==> src/rtl/cffs_pkg.sv <==
// ----------------------------------------------------------------------------
// Credit flow frame scheduler package
// Shared constants, function codes and payload types for the scheduler.
// ----------------------------------------------------------------------------
package cffs_pkg;

  localparam int unsigned MAX_RESULTS = 16;
  localparam int unsigned CNT_W       = $clog2(MAX_RESULTS + 1);

  localparam logic [13:0] LEN_MAX  = 14'h3fff;
  localparam logic [13:0] CTRL_LEN = 14'd2;

  localparam logic [2:0] FUNC_QUEUE_METER   = 3'd0;
  localparam logic [2:0] FUNC_QUEUE_DISPLAY = 3'd1;
  localparam logic [2:0] FUNC_FLOW_UPDATE   = 3'd2;
  localparam logic [2:0] FUNC_FLUSH         = 3'd3;
  localparam logic [2:0] FUNC_RESET_FLOW    = 3'd4;

  localparam logic KIND_CTRL = 1'b0;
  localparam logic KIND_DISP = 1'b1;

  typedef struct packed {
    logic [2:0]  func;
    logic [7:0]  target;
    logic [15:0] pattern;
    logic [31:0] payload_ref;
    logic [15:0] payload_len;
    logic [7:0]  dev_slave_count;
    logic [7:0]  dev_display_credits;
    logic [7:0]  dev_control_credits;
  } in_item_t;

  typedef struct packed {
    logic        accepted;
    logic        frame_valid;
    logic        frame_kind;
    logic [7:0]  frame_target;
    logic [15:0] frame_seq;
    logic [31:0] frame_data;
    logic [13:0] frame_len;
    logic        last;
    logic [7:0]  control_credits;
    logic [7:0]  display_credits;
    logic        flow_known;
    logic [7:0]  slave_count;
  } out_item_t;

  typedef struct packed {
    logic capture;
    logic exec;
    logic pick;
    logic load_frame;
    logic load_empty;
  } cffs_cmd_t;

  typedef struct packed {
    logic has_frames;
    logic more;
    logic can_load;
  } cffs_sts_t;

endpackage

==> src/rtl/cffs_datapath.sv <==
// ----------------------------------------------------------------------------
// Credit flow frame scheduler datapath
// Slot stores, occupancy, credit and sequence registers, and the result
// register, all driven by commands from the controller.
// ----------------------------------------------------------------------------
module cffs_datapath import cffs_pkg::*; #(
  parameter int unsigned SLOTS      = 8,
  parameter int unsigned ICON_BYTES = 12800
) (
  input  logic      clk_i,
  input  logic      rst_ni,
  input  cffs_cmd_t cmd_i,
  output cffs_sts_t sts_o,
  input  in_item_t  in_i,
  output logic      out_valid_o,
  output out_item_t out_o,
  input  logic      out_stall_i
);

  localparam int unsigned SW = (SLOTS > 1) ? $clog2(SLOTS) : 1;
  localparam int unsigned PW = $clog2(SLOTS + 1);
  localparam logic [8:0]  SlotsLim = 9'(SLOTS);
  localparam logic [15:0] IconLim  = 16'(ICON_BYTES);
  localparam logic [8:0]  MaxLim   = 9'(MAX_RESULTS);

  function automatic logic [SW-1:0] lowest_set(input logic [SLOTS-1:0] v);
    logic [SW-1:0] idx;
    idx = '0;
    for (int i = SLOTS - 1; i >= 0; i--) begin
      if (v[i]) begin
        idx = SW'(i);
      end
    end
    return idx;
  endfunction

  function automatic logic [PW-1:0] popcount(input logic [SLOTS-1:0] v);
    logic [PW-1:0] c;
    c = '0;
    for (int i = 0; i < SLOTS; i++) begin
      c = c + PW'(v[i]);
    end
    return c;
  endfunction

  in_item_t             req_q;
  logic [SLOTS-1:0]     ctrl_occ_q;
  logic [SLOTS-1:0]     disp_occ_q;
  logic [15:0]          ctrl_seq_q;
  logic [15:0]          disp_seq_q;
  logic [7:0]           cc_q;
  logic [7:0]           dc_q;
  logic                 flow_q;
  logic [7:0]           slaves_q;
  logic [CNT_W-1:0]     rem_c_q;
  logic [CNT_W-1:0]     rem_d_q;
  logic                 acc_q;
  logic                 kind_q;
  logic [SW-1:0]        slot_q;
  logic                 last_q;
  logic                 out_valid_q;
  out_item_t            out_q;
  out_item_t            out_d;

  logic [31:0]          ctrl_mem [SLOTS];
  logic [61:0]          disp_mem [SLOTS];
  logic [31:0]          ctrl_rd_q;
  logic [61:0]          disp_rd_q;

  logic                 tgt_ok;
  logic [SW-1:0]        tgt_idx;
  logic                 meter_ok;
  logic                 disp_ok;
  logic [15:0]          len_icon;
  logic [13:0]          len_clamp;
  logic [8:0]           pop_c;
  logic [8:0]           pop_d;
  logic [8:0]           tc;
  logic [8:0]           td;
  logic [8:0]           lim_d;
  logic [CNT_W-1:0]     nc;
  logic [CNT_W-1:0]     nd;
  logic                 pick_ctrl;
  logic [SW-1:0]        pick_slot;
  logic [CNT_W:0]       rem_sum;
  logic                 do_meter;
  logic                 do_disp;

  always_comb begin
    tgt_ok    = {1'b0, req_q.target} < SlotsLim;
    tgt_idx   = req_q.target[SW-1:0];
    meter_ok  = tgt_ok;
    disp_ok   = tgt_ok && (req_q.payload_ref != '0) && (req_q.payload_len != '0);
    do_meter  = cmd_i.exec && (req_q.func == FUNC_QUEUE_METER) && meter_ok;
    do_disp   = cmd_i.exec && (req_q.func == FUNC_QUEUE_DISPLAY) && disp_ok;
    len_icon  = (req_q.payload_len > IconLim) ? IconLim : req_q.payload_len;
    len_clamp = (len_icon > 16'(LEN_MAX)) ? LEN_MAX : len_icon[13:0];

    pop_c = 9'(popcount(ctrl_occ_q));
    pop_d = 9'(popcount(disp_occ_q));
    tc    = ({1'b0, cc_q} < pop_c) ? {1'b0, cc_q} : pop_c;
    tc    = (tc < MaxLim) ? tc : MaxLim;
    nc    = flow_q ? tc[CNT_W-1:0] : '0;
    lim_d = MaxLim - 9'(nc);
    td    = ({1'b0, dc_q} < pop_d) ? {1'b0, dc_q} : pop_d;
    td    = (td < lim_d) ? td : lim_d;
    nd    = flow_q ? td[CNT_W-1:0] : '0;

    pick_ctrl = (rem_c_q != '0);
    pick_slot = lowest_set(pick_ctrl ? ctrl_occ_q : disp_occ_q);
    rem_sum   = (CNT_W+1)'(rem_c_q) + (CNT_W+1)'(rem_d_q);

    sts_o.has_frames = (req_q.func == FUNC_FLUSH) && ((nc != '0) || (nd != '0));
    sts_o.more       = (rem_c_q != '0) || (rem_d_q != '0);
    sts_o.can_load   = !out_valid_q || !out_stall_i;
  end

  always_comb begin
    out_d = out_q;
    if (cmd_i.load_empty) begin
      out_d                 = '0;
      out_d.accepted        = acc_q;
      out_d.last            = 1'b1;
      out_d.control_credits = cc_q;
      out_d.display_credits = dc_q;
      out_d.flow_known      = flow_q;
      out_d.slave_count     = slaves_q;
    end else if (cmd_i.load_frame) begin
      out_d.accepted        = acc_q;
      out_d.frame_valid     = 1'b1;
      out_d.frame_kind      = kind_q;
      out_d.frame_target    = 8'(slot_q);
      out_d.frame_seq       = (kind_q == KIND_DISP) ? disp_rd_q[15:0] : ctrl_rd_q[15:0];
      out_d.frame_data      = (kind_q == KIND_DISP) ? disp_rd_q[61:30]
                                                    : {16'b0, ctrl_rd_q[31:16]};
      out_d.frame_len       = (kind_q == KIND_DISP) ? disp_rd_q[29:16] : CTRL_LEN;
      out_d.last            = last_q;
      out_d.control_credits = cc_q;
      out_d.display_credits = dc_q;
      out_d.flow_known      = flow_q;
      out_d.slave_count     = slaves_q;
    end
  end

  always_ff @(posedge clk_i or negedge rst_ni) begin
    if (!rst_ni) begin
      ctrl_occ_q  <= '0;
      disp_occ_q  <= '0;
      ctrl_seq_q  <= 16'd1;
      disp_seq_q  <= 16'd1;
      cc_q        <= '0;
      dc_q        <= '0;
      flow_q      <= 1'b0;
      slaves_q    <= '0;
      rem_c_q     <= '0;
      rem_d_q     <= '0;
      acc_q       <= 1'b0;
      kind_q      <= KIND_CTRL;
      slot_q      <= '0;
      last_q      <= 1'b0;
      out_valid_q <= 1'b0;
    end else begin
      if (cmd_i.exec) begin
        unique case (req_q.func)
          FUNC_QUEUE_METER: begin
            acc_q <= meter_ok;
            if (meter_ok) begin
              ctrl_occ_q[tgt_idx] <= 1'b1;
              ctrl_seq_q          <= ctrl_seq_q + 16'd1;
            end
          end
          FUNC_QUEUE_DISPLAY: begin
            acc_q <= disp_ok;
            if (disp_ok) begin
              disp_occ_q[tgt_idx] <= 1'b1;
              disp_seq_q          <= disp_seq_q + 16'd1;
            end
          end
          FUNC_FLOW_UPDATE: begin
            acc_q    <= 1'b1;
            slaves_q <= req_q.dev_slave_count;
            dc_q     <= req_q.dev_display_credits;
            cc_q     <= req_q.dev_control_credits;
            flow_q   <= 1'b1;
          end
          FUNC_FLUSH: begin
            acc_q   <= 1'b1;
            cc_q    <= cc_q - 8'(nc);
            dc_q    <= dc_q - 8'(nd);
            rem_c_q <= nc;
            rem_d_q <= nd;
          end
          FUNC_RESET_FLOW: begin
            acc_q    <= 1'b1;
            cc_q     <= '0;
            dc_q     <= '0;
            slaves_q <= '0;
            flow_q   <= 1'b0;
          end
          default: begin
            acc_q <= 1'b0;
          end
        endcase
      end
      if (cmd_i.pick) begin
        slot_q <= pick_slot;
        last_q <= (rem_sum == (CNT_W+1)'(1));
        if (pick_ctrl) begin
          kind_q                <= KIND_CTRL;
          ctrl_occ_q[pick_slot] <= 1'b0;
          rem_c_q               <= rem_c_q - CNT_W'(1);
        end else begin
          kind_q                <= KIND_DISP;
          disp_occ_q[pick_slot] <= 1'b0;
          rem_d_q               <= rem_d_q - CNT_W'(1);
        end
      end
      if (cmd_i.load_frame || cmd_i.load_empty) begin
        out_valid_q <= 1'b1;
      end else if (!out_stall_i) begin
        out_valid_q <= 1'b0;
      end
    end
  end

  always_ff @(posedge clk_i) begin
    if (cmd_i.capture) begin
      req_q <= in_i;
    end
    out_q <= out_d;
  end

  always_ff @(posedge clk_i) begin
    if (do_meter) begin
      ctrl_mem[tgt_idx] <= {req_q.pattern, ctrl_seq_q};
    end
    if (cmd_i.pick) begin
      ctrl_rd_q <= ctrl_mem[pick_slot];
    end
  end

  always_ff @(posedge clk_i) begin
    if (do_disp) begin
      disp_mem[tgt_idx] <= {req_q.payload_ref, len_clamp, disp_seq_q};
    end
    if (cmd_i.pick) begin
      disp_rd_q <= disp_mem[pick_slot];
    end
  end

  assign out_valid_o = out_valid_q;
  assign out_o       = out_q;

endmodule

==> src/rtl/cffs_ctrl.sv <==
// ----------------------------------------------------------------------------
// Credit flow frame scheduler controller
// Sequences capture, execution, frame selection and result loading.
// ----------------------------------------------------------------------------
module cffs_ctrl import cffs_pkg::*; (
  input  logic      clk_i,
  input  logic      rst_ni,
  input  logic      in_valid_i,
  output logic      in_stall_o,
  input  cffs_sts_t sts_i,
  output cffs_cmd_t cmd_o
);

  typedef enum logic [2:0] {
    ST_IDLE,
    ST_EXEC,
    ST_RESP,
    ST_PICK,
    ST_LOAD
  } state_e;

  state_e state_q;
  state_e state_d;
  logic   stall_q;

  always_comb begin
    cmd_o   = '0;
    state_d = state_q;
    unique case (state_q)
      ST_IDLE: begin
        if (in_valid_i) begin
          cmd_o.capture = 1'b1;
          state_d       = ST_EXEC;
        end
      end
      ST_EXEC: begin
        cmd_o.exec = 1'b1;
        state_d    = sts_i.has_frames ? ST_PICK : ST_RESP;
      end
      ST_RESP: begin
        if (sts_i.can_load) begin
          cmd_o.load_empty = 1'b1;
          state_d          = ST_IDLE;
        end
      end
      ST_PICK: begin
        cmd_o.pick = 1'b1;
        state_d    = ST_LOAD;
      end
      ST_LOAD: begin
        if (sts_i.can_load) begin
          cmd_o.load_frame = 1'b1;
          state_d          = sts_i.more ? ST_PICK : ST_IDLE;
        end
      end
      default: begin
        state_d = ST_IDLE;
      end
    endcase
  end

  always_ff @(posedge clk_i or negedge rst_ni) begin
    if (!rst_ni) begin
      state_q <= ST_IDLE;
      stall_q <= 1'b0;
    end else begin
      state_q <= state_d;
      stall_q <= (state_d != ST_IDLE);
    end
  end

  assign in_stall_o = stall_q;

endmodule

==> src/rtl/credit_flow_frame_scheduler.sv <==
// ----------------------------------------------------------------------------
// Credit flow frame scheduler
// Per-target mailbox slots for control and display frames, sent under
// device-granted credits on a flush request.
// ----------------------------------------------------------------------------
// Requests enter on the input channel (in_valid_i, in_stall_o, in_i) and
// results leave on the output channel (out_valid_o, out_stall_i, out_o).
// A transfer happens at a clock edge where valid is high and stall is low.
// The block works on one request at a time and raises in_stall_o from the
// transfer until its last result has been loaded into the output register.
// A request that sends no frame gives one result. A flush that sends frames
// first executes the request and settles the final credit counts; then for
// each frame the sequencer picks the lowest pending slot, control slots
// before display slots, reads its store, and then loads the result register.
// Every result carries the credit state left after the whole request, and
// last marks its final result.
// When the receiver stalls, the result register holds its contents and the
// sequencer waits; the next request is still taken while a result waits.
// Reset empties all slots, clears credits and flow state, and sets both
// sequence counters to one. No clearing pass is needed.
// ----------------------------------------------------------------------------
module credit_flow_frame_scheduler import cffs_pkg::*; #(
  parameter int unsigned SLOTS      = 8,
  parameter int unsigned ICON_BYTES = 12800
) (
  input  logic      clk_i,
  input  logic      rst_ni,
  input  logic      in_valid_i,
  output logic      in_stall_o,
  input  in_item_t  in_i,
  output logic      out_valid_o,
  input  logic      out_stall_i,
  output out_item_t out_o
);

  cffs_cmd_t cmd;
  cffs_sts_t sts;

  cffs_ctrl u_ctrl (
    .clk_i      (clk_i),
    .rst_ni     (rst_ni),
    .in_valid_i (in_valid_i),
    .in_stall_o (in_stall_o),
    .sts_i      (sts),
    .cmd_o      (cmd)
  );

  cffs_datapath #(
    .SLOTS      (SLOTS),
    .ICON_BYTES (ICON_BYTES)
  ) u_datapath (
    .clk_i       (clk_i),
    .rst_ni      (rst_ni),
    .cmd_i       (cmd),
    .sts_o       (sts),
    .in_i        (in_i),
    .out_valid_o (out_valid_o),
    .out_o       (out_o),
    .out_stall_i (out_stall_i)
  );

endmodule

==> config.mk <==
export PLATFORM = sky130hd
export DESIGN_NAME = credit_flow_frame_scheduler
export DESIGN_NICKNAME = d
export VERILOG_FILES = /design/src/rtl/cffs_pkg.sv /design/src/rtl/cffs_datapath.sv /design/src/rtl/cffs_ctrl.sv /design/src/rtl/credit_flow_frame_scheduler.sv
export SDC_FILE = /design/constraint.sdc
export NUM_CORES = 1
export LEC_CHECK = 0
export BUFFER_PORTS_ARGS = -buffer_cell sky130_fd_sc_hd__buf_2
export CAP_MARGIN = 40
export CORE_UTILIZATION = 60
export CTS_BUF_LIST = sky130_fd_sc_hd__clkbuf_4 sky130_fd_sc_hd__clkbuf_8 sky130_fd_sc_hd__clkbuf_16
export DETAILED_ROUTE_END_ITERATION = 8
export PLACE_DENSITY = 0.84
export RECOVER_POWER = 25
export SYNTH_ARGS = -nofsm -noshare
export SYNTH_HDL_FRONTEND = slang
export SYNTH_HIERARCHICAL = 1
export SYNTH_SLANG_ARGS = --single-unit
==> constraint.sdc <==
create_clock -name clk_i -period 11.3 [get_ports clk_i]
set_input_delay 0.565 -clock clk_i [delete_from_list [all_inputs] [get_ports clk_i]]
set_output_delay 0.565 -clock clk_i [all_outputs]
set_load 0.02 [all_outputs]
After elaboration in Yosys (flattened, before gate mapping)
Memories as Yosys holds them, arrays and structs flattened. A register that Yosys moved wholly into a read port is not among the register bits.
Cells that the tools add are included.
W data, S select, Z words.
{ "totals": {"regBits": 287, "mem_bits_rw": 752, "in_bits": 103, "out_inout_bits": 101, "n_memories": 2} }
{ "mem_list": {"columns": ["memory", "words", "width", "rd", "rd_clocked_by_memory_dff", "write_ports", "line", "source"], "rows": [
  ["u_datapath.disp_mem", 8, 62, 1, 1, 1, "cffs_datapath.sv:66", "logic [61:0] disp_mem [SLOTS];"],
  ["u_datapath.ctrl_mem", 8, 32, 1, 1, 1, "cffs_datapath.sv:65", "logic [31:0] ctrl_mem [SLOTS];"]
]} }
{ "classes": {"add_sub_neg": 22, "magnitude_cmp": 11, "eq_ne": 10, "mux": 69, "n_bitwise": 5, "n_reduce_logical": 32} }
{ "op_table": {"columns": ["operator", "count"], "rows": [
  ["$mux W99", 2],
  ["$mux W8", 13],
  ["$mux W5", 12],
  ["$add A4 B1 Y4", 12],
  ["$pmux W8 S3", 2],
  ["$mux W3", 11],
  ["$add A16 B1 Y16 const B", 2],
  ["$gt A16 B14 Y1 const B", 2],
  ["$mux W16", 2],
  ["$mux W32", 1],
  ["$reduce_bool A32 Y1", 1],
  ["$mux W14", 2],
  ["$reduce_bool A5 Y1", 4],
  ["$mux W1", 17],
  ["$and A8 B8 Y8", 2],
  ["$lt A8 B4 Y1", 2],
  ["$or A8 B8 Y8", 2],
  ["$pmux W8 S2", 1],
  ["$reduce_bool A16 Y1", 1],
  ["$sub A8 B5 Y8", 2],
  ["$pmux W3 S5", 1],
  ["$eq A3 B2 Y1 const B", 4],
  ["$sub A5 B1 Y5 const B", 2],
  ["$logic_and A1 B1 Y1", 9],
  ["other kinds (25)", 40]
]} }

Longest topological paths before layout
{ "depth": {"ltp_word": 22, "mapped_depth": 36, "mapped_depth_nobuf": 36} }

Cells and area by module
Netlist, hierarchy kept.
{ "modules_own_cells": {"columns": ["module", "n_inst", "cells_per_inst", "area_per_inst_um2", "seq_area_each_um2"], "rows": [
  ["cffs_datapath", 1, 2596, 42752.3, 32773.9],
  ["cffs_ctrl", 1, 28, 281.5, 100.1]
]} }

Least setup slack after synthesis
No wires, ideal clock.
{ "synth_path": {"path_kind": "reg-to-reg", "start": "register u_datapath.ctrl_occ_q[0]", "end": "register u_datapath.dc_q[7]", "setup_time_ns": 0.121, "arrival_ns": 7.575, "required_time_ns": 11.179, "path_slack_ns": 3.604, "path_stages_with_launch": 37, "n_path_buf": 0, "synth_period_minus_slack_ns": 7.696, "cell_sequence": "dfrtp_1 > inv_1 > fa_1 > fa_1 > fa_1 > inv_1 > ha_1 > fa_1 > xor2_1 > inv_1 > ha_1 > o211ai_1 > a21oi_1 > a2111oi_4 > mux2_2 > nand2_1 > ha_1 > and3_1 > ha_1 > ha_1 > o21ai_0 > a21oi_1 > o21a_1 > o21ai_0 > nand2b_1 > or2_2 > a21oi_1 > nand2_1 > ha_1 > nor2b_1 > o21ai_0 > nand2b_1 > a31oi_1 > nor2b_1 > nor2b_1 > o21ai_0 > a22o_1"} }
{ "synth_between": {"elab_chain_cells": 18} }
{ "synth_lines": {"columns": ["element", "line", "source"], "rows": [
  ["start, declared", "cffs_datapath.sv:47", "logic [SLOTS-1:0] ctrl_occ_q;"],
  ["start signal, assigned", "cffs_datapath.sv:147", "ctrl_occ_q <= '0;"],
  ["start signal, assigned by index", "cffs_datapath.sv:168", "ctrl_occ_q[tgt_idx] <= 1'b1;"],
  ["start signal, assigned by index", "cffs_datapath.sv:210", "ctrl_occ_q[pick_slot] <= 1'b0;"],
  ["$add A1 B1 Y2 (*)", "cffs_datapath.sv:41", "c = c + PW'(v[i]);"],
  ["$add A4 B1 Y4 (*) (6 in a row)", "cffs_datapath.sv:41", null],
  ["$lt A8 B4 Y1", "cffs_datapath.sv:101", "tc = ({1'b0, cc_q} < pop_c) ? {1'b0, cc_q} : pop_c;"],
  ["$mux W8 (*)", "cffs_datapath.sv:101", null],
  ["$lt A8 B5 Y1", "cffs_datapath.sv:102", "tc = (tc < MaxLim) ? tc : MaxLim;"],
  ["$mux W5 (*)", "cffs_datapath.sv:102", null],
  ["$mux W5 (*)", "cffs_datapath.sv:103", "nc = flow_q ? tc[CNT_W-1:0] : '0;"],
  ["$sub A5 B5 Y6 (*)", "cffs_datapath.sv:104", "lim_d = MaxLim - 9'(nc);"],
  ["$lt A8 B9 Y1", "cffs_datapath.sv:106", "td = (td < lim_d) ? td : lim_d;"],
  ["$mux W5 (*)", "cffs_datapath.sv:106", null],
  ["$mux W5 (*)", "cffs_datapath.sv:107", "nd = flow_q ? td[CNT_W-1:0] : '0;"],
  ["$sub A8 B5 Y8 (*)", "cffs_datapath.sv:189", "dc_q <= dc_q - 8'(nd);"],
  ["$pmux W8 S3 (*)", "cffs_datapath.sv:164", "unique case (req_q.func)"],
  ["end signal, assigned", "cffs_datapath.sv:182", "dc_q <= req_q.dev_display_credits;"],
  ["end signal, assigned", "cffs_datapath.sv:189", null],
  ["end, declared", "cffs_datapath.sv:52", "logic [7:0] dc_q;"]
]} }
Mark *: on every way between the ends. The rest lies on a longest branch, timed or not.
A chain may end at the register's enable or synchronous reset.

Worst setup path after layout
Ends and elaborated chain as after synthesis.

==> flow_metrics.py <==
metrics = {
    "pwr": {
        "internal-power_uw": 7820,
        "power_per_cell_area_nw_per_um2": 223,
        "netSwitchingFraction_pct": 28.9,
        "p_leak_uw": 0.0173,
        "pwr-share-seq_pct": 49.0,
        "p_sw_uw": 3180,
        "combPwrFrac_pct": 17.8,
        "power_frac_clock_pct": 33.2,
        "ir_drop_uv": 188,
    },
    "clock_network": {
        "cts_tree": "yes",
        "numCtsBuffers": 106,
        "post_cts_buffers": 0,
        "clock_latency_ps": 690,
        "cts_hold_buffers": 1,
        "cts_buffer_depth": 3,
        "clock-sinks": 1133,
        "post_cts_resized": 0,
        "clock-root-buffer": "clkbuf_16",
        "path_clk_slew_ps": 70,
        "ctsHtreeMaxLevel": 3,
    },
    "route": {
        "wl_per_cell_um": 27.5,
        "final_antenna_net_count": 0,
        "vias": 25600,
        "drcViolationCount": 0,
        "wirelength_um": 107000,
        "drt_first_pass_iters": 8,
        "drtIter0Drc": 3532,
        "vias_per_cell": 6.56,
    },
    "timing": {
        "period_share_pct": 76.7,
        "tightest_slew_ps": 1030,
        "setup_tns_ps": 0,
        "relSlewSlack_pct": 30.8,
        "clock.fmax_ghz": 0.115,
        "rsz0062_at_grt": "no",
        "setup_viol": 0,
        "slew_viol_final": 0,
        "min_period_ps": 8670,
        "finalClockSkew_ps": 52.2,
        "hold_viol_final": 0,
    },
    "setup_path": {
        "cp_common_cell": "ha_1",
        "reg2reg_slack_ps": 2630,
        "cp_max_fo": 6,
        "crit_slowest_cell": "fa_1",
        "crit_path_end_kind": "flip-flop",
        "crit_arrival_ps": 9200,
        "crit_path_start_kind": "flip-flop",
        "max_stage_delay_ps": 570,
        "path_class": "reg -> reg",
        "required_ps": 11830,
    },
    "floorplanning": {
        "core_area_um2": 70500,
        "dieArea_um2": 72800,
        "start_util_pct": 61.0,
        "dieHeight_um": 270,
        "rows": 97,
        "io_pins": 204,
        "die_x_um": 270,
    },
    "synthesis": {
        "synthTopCellsByArea": "edfxtp_1 (68%), dfrtp_1 (5.3%), mux2i_1 (4.6%)",
        "synth_top_area_share_pct": 67.8,
        "ys_ff_latch": 1133,
        "synth_edf_count": 971,
        "async_flop_share_pct": 8.30,
        "synth_most_common_cell": "edfxtp_1",
        "postSynthAreaPerCell_um2": 16.4,
        "synth_cell_types": 85,
        "yosysTopAreaCell": "edfxtp_1",
        "yosys_warnings": 6,
        "syn_area_um2": 43000,
        "syn-instance-count": 2624,
        "synth_top_cells_by_count": "edfxtp_1 (971), mux2i_1 (197), nand2_1 (143)",
        "seq_area_frac_synth_pct": 76.4,
        "synth_ff_type": "edfxtp_1",
    },
    "finish": {
        "stdcell_area_um2": 49300,
        "nets": 3024,
        "multi_input_area_um2": 9650,
        "nFillCells": 4206,
        "regArea_um2": 32900,
        "final_cells": 3903,
        "drive_gt1_share_pct": 17.1,
        "syn_to_final_growth_pct": 14.5,
    },
    "flow_run": {
        "drv_cap": 0,
    },
    "run_status": {
        "status": "finished clean",
    },
    "placed_design": {
        "io_buffer_count": 198,
        "placed_area_um2": 45600,
        "dp_hpwl_um": 62100,
        "gp_congestion": 0.885,
        "dp.cells": 3697,
    },
    "min_path": {
        "hp-class": "in -> reg",
    },
    "global_routing": {
        "grt_pass1_wl_um": 159000,
        "grt_pass1_vias": 26000,
        "grt_max_degree": 73,
        "grt_overflow_total": 0,
        "antenna_found_initial": 4,
        "grtUsageTotal_pct": 29.4,
    },
}
==> final timing paths <==
kind | startpoint | end | cells after the start
min reg2reg | u_datapath/disp_rd_q[51]$_DFFE_PP_ | u_datapath/out_o[61]$_SDFFE_PP0P_ | 1
max in group asynchronous | rst_ni | u_datapath/kind_q$_DFFE_PN0P_ | 3
max reg2reg | u_datapath/ctrl_occ_q[0]$_DFF_PN0_ | u_datapath/dc_q[7]$_DFFE_PN0P_ | 36
min | in_i[63] | u_datapath/req_q[63]$_DFFE_PP_ | 1
max | u_datapath/ctrl_occ_q[0]$_DFF_PN0_ | u_datapath/dc_q[7]$_DFFE_PN0P_ | 36
min in group asynchronous | rst_ni | u_datapath/rem_d_q[4]$_DFF_PN0_ | 2
==> worst max-delay path: cells and delay by family (launching register included) <==
kind	cells	cell delay, ps
compound gates	12	2020
xor+xnor	1	240
fa+ha+maj	10	3500
buf+inv	3	210
flops	1	470
mux	1	390
simple gates	9	1670
==> power groups by stage <==
stage	Clock, µW	Combinational [µW]	Sequential [µW]
global route	3840	2070	5420
detailed placement	0	1900	5460
CTS	3690	1930	5380
floorplan	0	1130	5440
finish	3660	1960	5390
global placement	0	1800	5440
==> state kept, by name, summed over array words and instances (netlist names), 3 cells and up <==
signal,count
u_ctrl/state_q,3
u_datapath/cc_q,8
u_datapath/ctrl_mem,256
u_datapath/ctrl_occ_q,8
u_datapath/ctrl_rd_q,32
u_datapath/ctrl_seq_q,16
u_datapath/dc_q,8
u_datapath/disp_mem,496
u_datapath/disp_occ_q,8
u_datapath/disp_rd_q,62
u_datapath/disp_seq_q,16
u_datapath/out_o,94
u_datapath/rem_c_q,5
u_datapath/rem_d_q,5
u_datapath/req_q,99
u_datapath/slaves_q,8
u_datapath/slot_q,3
==> cell families after synthesis <==
group,count (synthesis),synth area share [%]
multiplexers,205,4.79
other,2,0.0175
XOR/XNOR,40,0.832
flip-flops,1133,76.4
AO/OA/AOI/OAI,570,9.55
AND/OR/NAND/NOR,430,4.84
adder cells (fa/ha/maj),53,1.73
buffers and inverters,191,1.84
==> stage by stage <==
| stage | total power [µW] | hold WS, ps | utilization, % | setup WS, ps |
|---|---|---|---|---|
| detailed placement | 7360 | 447 | 64.6 | 2670 |
| global route | 11300 | 24.0 | 69.8 | 2030 |
| finish | 11000 | 47.0 | 69.9 | 2630 |
| CTS | 11000 | 19.8 | 69.8 | 2640 |
| floorplan | 6560 | 269 | - | 3600 |
| global placement | 7230 | 429 | 64.2 | 2940 |
==> layout make-up <==
type                            count  area share [%]
Antenna cell                        2          0.0102
Clock buffer                      133            6.00
Clock inverter                     68            1.43
Inverter                           50           0.381
Multi-Input combinational cell   1310            19.6
Sequential cell                  1133            66.7
Tap cell                          940            2.39
Timing Repair Buffer              267            3.47
==> routing by layer <==
metal,global-route usage (%),up-vias,wire length (µm)
met5,0,-,16
met4,12.9,2,4660
met3,5.78,323,11500
met2,49.1,1765,52600
met1,37.8,12700,38700
li1,-,10800,-
==> cell usage in the layout (no fill, tap or decap), types with 15 or more instances in the layout <==
cell | synthesis | final
a211oi_1 | 35 | 35
a21oi_1 | 118 | 115
a221o_1 | 15 | 15
a221oi_1 | 43 | 43
a222oi_1 | 54 | 54
a22o_1 | 77 | 77
and2_1 | 16 | 16
buf_2 | 19 | 187
buf_4 | 10 | 52
clkbuf_16 | 0 | 108
clkbuf_4 | 0 | 15
clkinv_1 | 0 | 18
clkinv_2 | 0 | 25
dfrtp_1 | 92 | 91
dfxtp_1 | 68 | 68
edfxtp_1 | 971 | 971
ha_1 | 42 | 42
inv_1 | 49 | 49
mux2i_1 | 197 | 197
nand2_1 | 143 | 142
nand3_1 | 21 | 21
nor2_1 | 117 | 99
nor2_4 | 1 | 16
nor2b_1 | 30 | 30
nor3_1 | 24 | 18
o21ai_0 | 115 | 115
o221ai_1 | 30 | 30
or3_1 | 16 | 16
xnor2_1 | 21 | 21
xor2_1 | 18 | 18
Note: power is estimated with default switching activity, not from simulation.
